$ cat config.mk
export PLATFORM = sky130hd
export DESIGN_NAME = fcbd_walk
export DESIGN_NICKNAME = d
export VERILOG_FILES = /design/src/rtl/core/fcbd_pkg.sv /design/src/rtl/core/fcbd_walk.sv
export SDC_FILE = /design/constraint.sdc
export NUM_CORES = 1
export LEC_CHECK = 0
export ABC_AREA = 1
export BUFFER_PORTS_ARGS = -buffer_cell sky130_fd_sc_hd__buf_2
export CAP_MARGIN = 20
export CORE_MARGIN = 3
export CORE_UTILIZATION = 59
export DETAILED_ROUTE_END_ITERATION = 8
export PLACE_DENSITY = 0.8
export SLEW_MARGIN = 20
export SYNTH_ARGS = -nofsm -noshare
export SYNTH_HDL_FRONTEND = slang
export SYNTH_SLANG_ARGS = --single-unit
$ cat constraint.sdc
create_clock -name clock -period 5.7 [get_ports clock]
set_input_delay 0.285 -clock clock [delete_from_list [all_inputs] [get_ports clock]]
set_output_delay 0.285 -clock clock [all_outputs]
set_load 0.01 [all_outputs]
$ cat src/rtl/core/fcbd_pkg.sv
// Package with the constants, types and helper functions of the circle draw block.
`timescale 1ns / 1ps
`default_nettype none
package fcbd_pkg;

   localparam int IMAGE_WIDTH  = 256;
   localparam int IMAGE_HEIGHT = 256;

   localparam int COORD_W = 10;
   localparam int CHAN_W  = 8;
   localparam int PIX_W   = 3 * CHAN_W;
   localparam int ROW_W   = $clog2(IMAGE_HEIGHT);
   localparam int COL_W   = $clog2(IMAGE_WIDTH);
   localparam int PIXELS  = IMAGE_WIDTH * IMAGE_HEIGHT;
   localparam int ADDR_W  = $clog2(PIXELS);

   // Signed offset from the centre, squared offset, and sum of two squares.
   localparam int OFS_W  = COORD_W + 2;
   localparam int SQ_W   = 2 * COORD_W;
   localparam int DIST_W = SQ_W + 1;
   localparam int MUL_W  = COORD_W + 1;

   localparam int OP_W        = 2;
   localparam int REQ_DATA_W  = 56;
   localparam int RSP_DATA_W  = 24;

   localparam logic [OP_W-1:0] OP_LOAD = 2'd0;
   localparam logic [OP_W-1:0] OP_READ = 2'd1;
   localparam logic [OP_W-1:0] OP_DRAW = 2'd2;

   localparam logic [COORD_W:0] ROW_LIMIT = (COORD_W + 1)'(IMAGE_HEIGHT);
   localparam logic [COORD_W:0] COL_LIMIT = (COORD_W + 1)'(IMAGE_WIDTH);
   localparam logic [COORD_W:0] ROW_MAX   = (COORD_W + 1)'(IMAGE_HEIGHT - 1);
   localparam logic [COORD_W:0] COL_MAX   = (COORD_W + 1)'(IMAGE_WIDTH - 1);

   // One step of the circle walk as seen by the frame buffer side.
   typedef struct packed {
      logic              valid;
      logic              hit;
      logic              done;
      logic [ADDR_W-1:0] addr;
   } walk_type;

   // Pixels are stored red in the low byte, then green, then blue.
   function automatic logic [PIX_W-1:0] blend_px(input logic [PIX_W-1:0] old_px,
                                                 input logic [PIX_W-1:0] new_px);
      logic [PIX_W-1:0]  res;
      logic [CHAN_W:0]   sum;
      res = '0;
      for (int i = 0; i < 3; i++) begin
         sum = {1'b0, old_px[i*CHAN_W +: CHAN_W]} + {1'b0, new_px[i*CHAN_W +: CHAN_W]};
         res[i*CHAN_W +: CHAN_W] = sum[CHAN_W:1];
      end
      return res;
   endfunction

endpackage
`default_nettype wire

$ cat src/rtl/core/fcbd_walk.sv
// Circle walker: clips the bounding square, then steps it one pixel a cycle.
`timescale 1ns / 1ps
`default_nettype none
module fcbd_walk
   import fcbd_pkg::*;
(
   input  wire logic               clock,
   input  wire logic               reset,
   input  wire logic               start,
   input  wire logic [COORD_W-1:0] crow,
   input  wire logic [COORD_W-1:0] ccol,
   input  wire logic [COORD_W-1:0] rad,
   output walk_type                walk
);

   typedef enum logic [5:0] {
      W_IDLE = 6'b000001,
      W_RR   = 6'b000010,
      W_MSQ  = 6'b000100,
      W_NSQ  = 6'b001000,
      W_BASE = 6'b010000,
      W_RUN  = 6'b100000
   } wstate_type;

   wstate_type state_ff, state_in;

   logic [COORD_W-1:0] rad_ff, mlo_ff, nlo_ff;
   logic [ROW_W-1:0]   prow_lo_ff, prow_hi_ff, pr_ff;
   logic [COL_W-1:0]   pcol_lo_ff, pcol_hi_ff, pc_ff;
   logic               empty_ff;
   logic [SQ_W-1:0]    rr_ff, msq_ff, n0sq_ff;
   logic signed [OFS_W-1:0] m_ff, n_ff;
   logic [DIST_W-1:0]  d_ff;
   logic [ADDR_W-1:0]  addr_ff, row_base_ff;

   // Clipping of the bounding square, taken from the centre and radius.
   logic [COORD_W-1:0] mlo, nlo, row_lo, col_lo;
   logic [COORD_W:0]   row_hi_sum, col_hi_sum, row_hi, col_hi;
   logic               empty;

   always_comb begin
      mlo        = (rad < crow) ? rad : crow;
      nlo        = (rad < ccol) ? rad : ccol;
      row_lo     = crow - mlo;
      col_lo     = ccol - nlo;
      row_hi_sum = {1'b0, crow} + {1'b0, rad};
      col_hi_sum = {1'b0, ccol} + {1'b0, rad};
      row_hi     = (row_hi_sum > ROW_MAX) ? ROW_MAX : row_hi_sum;
      col_hi     = (col_hi_sum > COL_MAX) ? COL_MAX : col_hi_sum;
      empty      = ({1'b0, row_lo} > ROW_MAX) || ({1'b0, col_lo} > COL_MAX);
   end

   // The shared multiplier serves the four setup steps in turn.
   logic [MUL_W-1:0]   mul_a, mul_b;
   logic [2*MUL_W-1:0] prod;

   always_comb begin
      case (state_ff)
         W_RR: begin
            mul_a = {1'b0, rad_ff};
            mul_b = {1'b0, rad_ff};
         end
         W_MSQ: begin
            mul_a = {1'b0, mlo_ff};
            mul_b = {1'b0, mlo_ff};
         end
         W_NSQ: begin
            mul_a = {1'b0, nlo_ff};
            mul_b = {1'b0, nlo_ff};
         end
         W_BASE: begin
            mul_a = MUL_W'(prow_lo_ff);
            mul_b = MUL_W'(IMAGE_WIDTH);
         end
         default: begin
            mul_a = '0;
            mul_b = '0;
         end
      endcase
      prod = mul_a * mul_b;
   end

   // Squares advance by 2k+1 as an offset k steps up by one.
   logic [SQ_W-1:0]   msq_step;
   logic [DIST_W-1:0] d_step, d_row;
   logic              last_col, last_row;

   always_comb begin
      msq_step = msq_ff + {{(SQ_W - OFS_W - 1){m_ff[OFS_W-1]}}, m_ff, 1'b1};
      d_step   = d_ff + {{(DIST_W - OFS_W - 1){n_ff[OFS_W-1]}}, n_ff, 1'b1};
      d_row    = {1'b0, msq_step} + {1'b0, n0sq_ff};
      last_col = (pc_ff == pcol_hi_ff);
      last_row = (pr_ff == prow_hi_ff);
   end

   always_comb begin
      state_in = state_ff;
      case (state_ff)
         W_IDLE: if (start) begin
            state_in = W_RR;
         end
         W_RR:   state_in = W_MSQ;
         W_MSQ:  state_in = W_NSQ;
         W_NSQ:  state_in = W_BASE;
         W_BASE: state_in = empty_ff ? W_IDLE : W_RUN;
         W_RUN: if (last_col && last_row) begin
            state_in = W_IDLE;
         end
         default: state_in = W_IDLE;
      endcase
   end

   always_ff @(posedge clock) begin
      if (reset) begin
         state_ff <= W_IDLE;
      end else begin
         state_ff <= state_in;
      end
   end

   always_ff @(posedge clock) begin
      case (state_ff)
         W_IDLE: if (start) begin
            rad_ff     <= rad;
            mlo_ff     <= mlo;
            nlo_ff     <= nlo;
            prow_lo_ff <= row_lo[ROW_W-1:0];
            pcol_lo_ff <= col_lo[COL_W-1:0];
            prow_hi_ff <= row_hi[ROW_W-1:0];
            pcol_hi_ff <= col_hi[COL_W-1:0];
            empty_ff   <= empty;
         end
         W_RR:  rr_ff   <= prod[SQ_W-1:0];
         W_MSQ: msq_ff  <= prod[SQ_W-1:0];
         W_NSQ: n0sq_ff <= prod[SQ_W-1:0];
         W_BASE: begin
            row_base_ff <= prod[ADDR_W-1:0] + ADDR_W'(pcol_lo_ff);
            addr_ff     <= prod[ADDR_W-1:0] + ADDR_W'(pcol_lo_ff);
            d_ff        <= {1'b0, msq_ff} + {1'b0, n0sq_ff};
            pr_ff       <= prow_lo_ff;
            pc_ff       <= pcol_lo_ff;
            m_ff        <= -$signed({2'b00, mlo_ff});
            n_ff        <= -$signed({2'b00, nlo_ff});
         end
         W_RUN: begin
            if (last_col) begin
               pr_ff       <= pr_ff + 1'b1;
               m_ff        <= m_ff + 1'b1;
               msq_ff      <= msq_step;
               d_ff        <= d_row;
               pc_ff       <= pcol_lo_ff;
               n_ff        <= -$signed({2'b00, nlo_ff});
               row_base_ff <= row_base_ff + ADDR_W'(IMAGE_WIDTH);
               addr_ff     <= row_base_ff + ADDR_W'(IMAGE_WIDTH);
            end else begin
               pc_ff   <= pc_ff + 1'b1;
               n_ff    <= n_ff + 1'b1;
               d_ff    <= d_step;
               addr_ff <= addr_ff + 1'b1;
            end
         end
         default: begin
         end
      endcase
   end

   always_comb begin
      walk.valid = (state_ff == W_RUN);
      walk.hit   = (d_ff <= {1'b0, rr_ff});
      walk.addr  = addr_ff;
      walk.done  = ((state_ff == W_BASE) && empty_ff)
                || ((state_ff == W_RUN) && last_col && last_row);
   end

endmodule
`default_nettype wire

==> impl_metrics.csv <==
group,metric,value,unit
worst_setup_path,cp.required,5.99,ns
pwr,power.total,4340,uW
drt,drc,0,
timing,finalSetupViolations,35,
timing,slew_headroom,28.5,%
finish,fillers,2716,
finish,drive_gt1_share,18.1,%
die,chipWidth,196,um
pwr,clock_power_share,39.6,%
global_routing,grt_overflow,0,
yosys,async_flop_share,0,%
global_routing,grt_usage,32.7,%
timing,fin_skew,0.0204,ns
timing,setup_tns,-3.97,ns
timing,fin_crit,5.93,ns
pwr,p_sw,1200,uW
finish,design_area,25400,um2
yosys,ys_warn_count,0,
worst_setup_path,worstPathArrival,6.22,ns
global_routing,antenna_found_initial,0,
die,dieArea,38500,um2
worst_setup_path,criticalPathCategory,"reg -> reg",
pwr,p_per_area,171,nW/um2
finish,nets,3295,
clocking,cts_made_buffers,26,
place,placed_cell_area,23100,um2
global_routing,grt_pass1_wl,101,mm
pwr,comb_power_share,15.9,%
die,num_rows,69,
die,core_area,35700,um2
place,dp_hpwl,50.4,mm
timing,fmax,169,MHz
finish,layout_common_cells,"nand2_1, inv_1, edfxtp_1, ha_1, nor2_1",
clocking,cts_buffer_depth,3,
clocking,cts_sinks,222,
worst_setup_path,slowest_stage,"fa_1",
yosys,synth.net_count,3070,
clocking,htree_levels,1,
yosys,ys_types,56,
timing,rsz0062_at_grt,"yes",
finish,final_common_cell,"nand2_1",
worst_setup_path,critPathMaxFanout,7,
flow_run,cap_violations,0,
yosys,yosysSeqAreaShare,30.9,%
clocking,clk_pin_slew,0.06,ns
drt,detail-route-antenna-nets,0,
global_routing,first_global_vias,19500,
die,ios,52,
yosys,synthFlopType,"edfxtp_1",
yosys,syn_area,21400,um2
drt,num_vias,20100,
clocking,cts_tree,"done",
worst_setup_path,path_delay_family,"adder cells",
pwr,power_frac_seq,44.5,%
place,pre_cts_ws,-0.461,ns
clocking,clk_latency,0.56,ns
drt,routed_wl,65.8,mm
place,gp_congestion,0.966,
drt,dr.pass1.iters,6,
timing,worst_slack,-0.228,ns
worst_setup_path,end_kind,"register",
pwr,intPower,3140,uW
timing,drv_slew,0,
timing,whs,0.0336,ns
pwr,p_leak,0.0126,uW
finish,diodes,0,
worst_setup_path,cpPeakStageDelay,0.56,ns
yosys,syn_area_per_cell,7.79,um2
finish,areaGrowthSynthToFinish,18.8,%
drt,viasPerCell,5.82,
status,failed_checks,"setup timing",
yosys,syn_inst,2740,
clocking,root_buffer,"clkbuf_16",
timing,timing.final.crit_share,104,%
worst_setup_path,worst-path-buf-inv,12,
pwr,switching_share,27.6,%
pwr,ir_worst_vdd,242,uV
timing,tightest_slew,1.07,ns
worst_setup_path,start_kind,"register",
drt,drt-initial-drc-count,1865,
yosys,synth-edff-count,216,
timing,finalHoldViolCount,0,
yosys,synth-seq-cells,222,
global_routing,grt_max_degree,85,
hold_path,min_path_type,"in -> reg",
die,die_height,196,um
status,run_status,"finished, violations left",
die,initial_core_util,59.9,%
drt,wire_per_inst,19.1,um
place,io_buffer_count,51,
==> registers in the layout, summed over array words and instances, names as in the netlist, 8 cells and up <==
register and count:
prow_lo_ff 8, addr_ff 16, pc_ff 8, pr_ff 8, msq_ff 20, n_ff 12
nlo_ff 10, pcol_hi_ff 8, row_base_ff 16, n0sq_ff 20, pcol_lo_ff 8, rad_ff 10
prow_hi_ff 8, m_ff 12, d_ff 21, rr_ff 20, mlo_ff 10
==> logic make-up after synthesis <==
kind of cell               share of synthesized area, %
and+or+nand+nor                                    24.9
buffers and inverters                              8.65
AOI/OAI and AO/OA                                  10.9
adders and majority gates                          19.9
DFF                                                30.9
xor gates and xnor gates                           4.76
==> worst paths after layout <==
kind	start	slack (ns)	to	cells after the start
max	state_ff[4]	-0.23	addr_ff[12]	32
min	rad[8]	0.03	rad_ff[8]	1
max reg2reg	state_ff[4]	-0.23	addr_ff[12]	32
min reg2reg	row_base_ff[6]	0.53	addr_ff[6]	2
==> per-stage QoR <==
stage          std cells  util, %
2_1_floorplan       2740        -
3_3_place_gp        3354     64.8
3_5_place_dp        3354     64.8
4_1_cts             3420     69.2
5_1_grt             3444     71.2
6_report            3444     71.2
==> layout make-up <==
type | instances | area, um2 | area share, %
inverter | 438 | 1680 | 6.62
clock inverter | 18 | 186 | 0.735
timing repair buffer | 233 | 1740 | 6.85
sequential | 222 | 6610 | 26.0
multi-input combinational | 2044 | 13900 | 54.8
tap | 461 | 577 | 2.27
clock buffer | 28 | 679 | 2.68
==> cells in the mapped netlist (4+ instances only) <==
master / n / area [um2]
a21oi_1: 167 / 836
o21a_1: 4 / 30.0
o211ai_1: 10 / 75.1
clkbuf_1: 5 / 18.8
nand2_2: 14 / 87.6
a21boi_0: 5 / 37.5
nand2_1: 658 / 2470
nand3_1: 193 / 966
nand3b_1: 16 / 120
o21bai_1: 16 / 120
a21o_1: 16 / 120
nor4_1: 11 / 68.8
o21ai_0: 124 / 621
nor3_1: 33 / 165
o21ai_2: 8 / 70.1
o31ai_1: 6 / 45.0
nor2_4: 6 / 67.6
a31oi_1: 9 / 56.3
dfxtp_1: 6 / 120
ha_1: 226 / 2830
inv_2: 24 / 90.1
buf_2: 25 / 125
buf_6: 4 / 45.0
fa_1: 71 / 1420
o221ai_1: 5 / 43.8
inv_1: 414 / 1550
xor2_1: 79 / 692
xnor2_1: 37 / 324
nor2_1: 200 / 751
or2_2: 10 / 62.6
edfxtp_1: 216 / 6490
o21ai_1: 17 / 85.1
nor2_2: 6 / 37.5
nand4_1: 47 / 294
and2_1: 13 / 81.3
==> worst reg2reg max path, delay by kind of cell, from the launching register on <==
family / cells / cell delay [ns]
flip-flops: 1 / 0.33
adder cells (fa/ha/maj): 6 / 2.52
AO/OA/AOI/OAI: 4 / 0.53
AND/OR/NAND/NOR: 10 / 1.16
buffers and inverters: 12 / 1.13
==> metal layers <==
layer	up-vias	share of wire (%)	global-route usage [%]
li1	9578	-	-
met1	9282	38	39.7
met2	952	49	57.9
met3	243	7.6	4.17
met4	0	5.8	15.7
met5	-	0	0
==> what timing repair did <==
| item | 4_1_cts | 5_1_grt |
|---|---|---|
| cloned | 1 | 0 |
| buffers inserted | 19 | 25 |
| gates resized for setup | 113 | 155 |
| setup endpoints to repair | 43 | 48 |
| hold buffers | 1 | 0 |
| pin swaps | 62 | 78 |
| hold endpoints to repair | 4 | 0 |
==> power by group through the flow <==
| stage | clock network (uW) | logic [uW] | registers (uW) |
|---|---|---|---|
| 4_1_cts | 1720 | 662 | 1930 |
| 3_3_place_gp | 0 | 610 | 1960 |
| 6_report | 1720 | 691 | 1930 |
| 3_5_place_dp | 0 | 636 | 1960 |
| 2_1_floorplan | 0 | 426 | 1940 |
| 5_1_grt | 1780 | 766 | 1930 |
(Power assumes the default switching activity.)
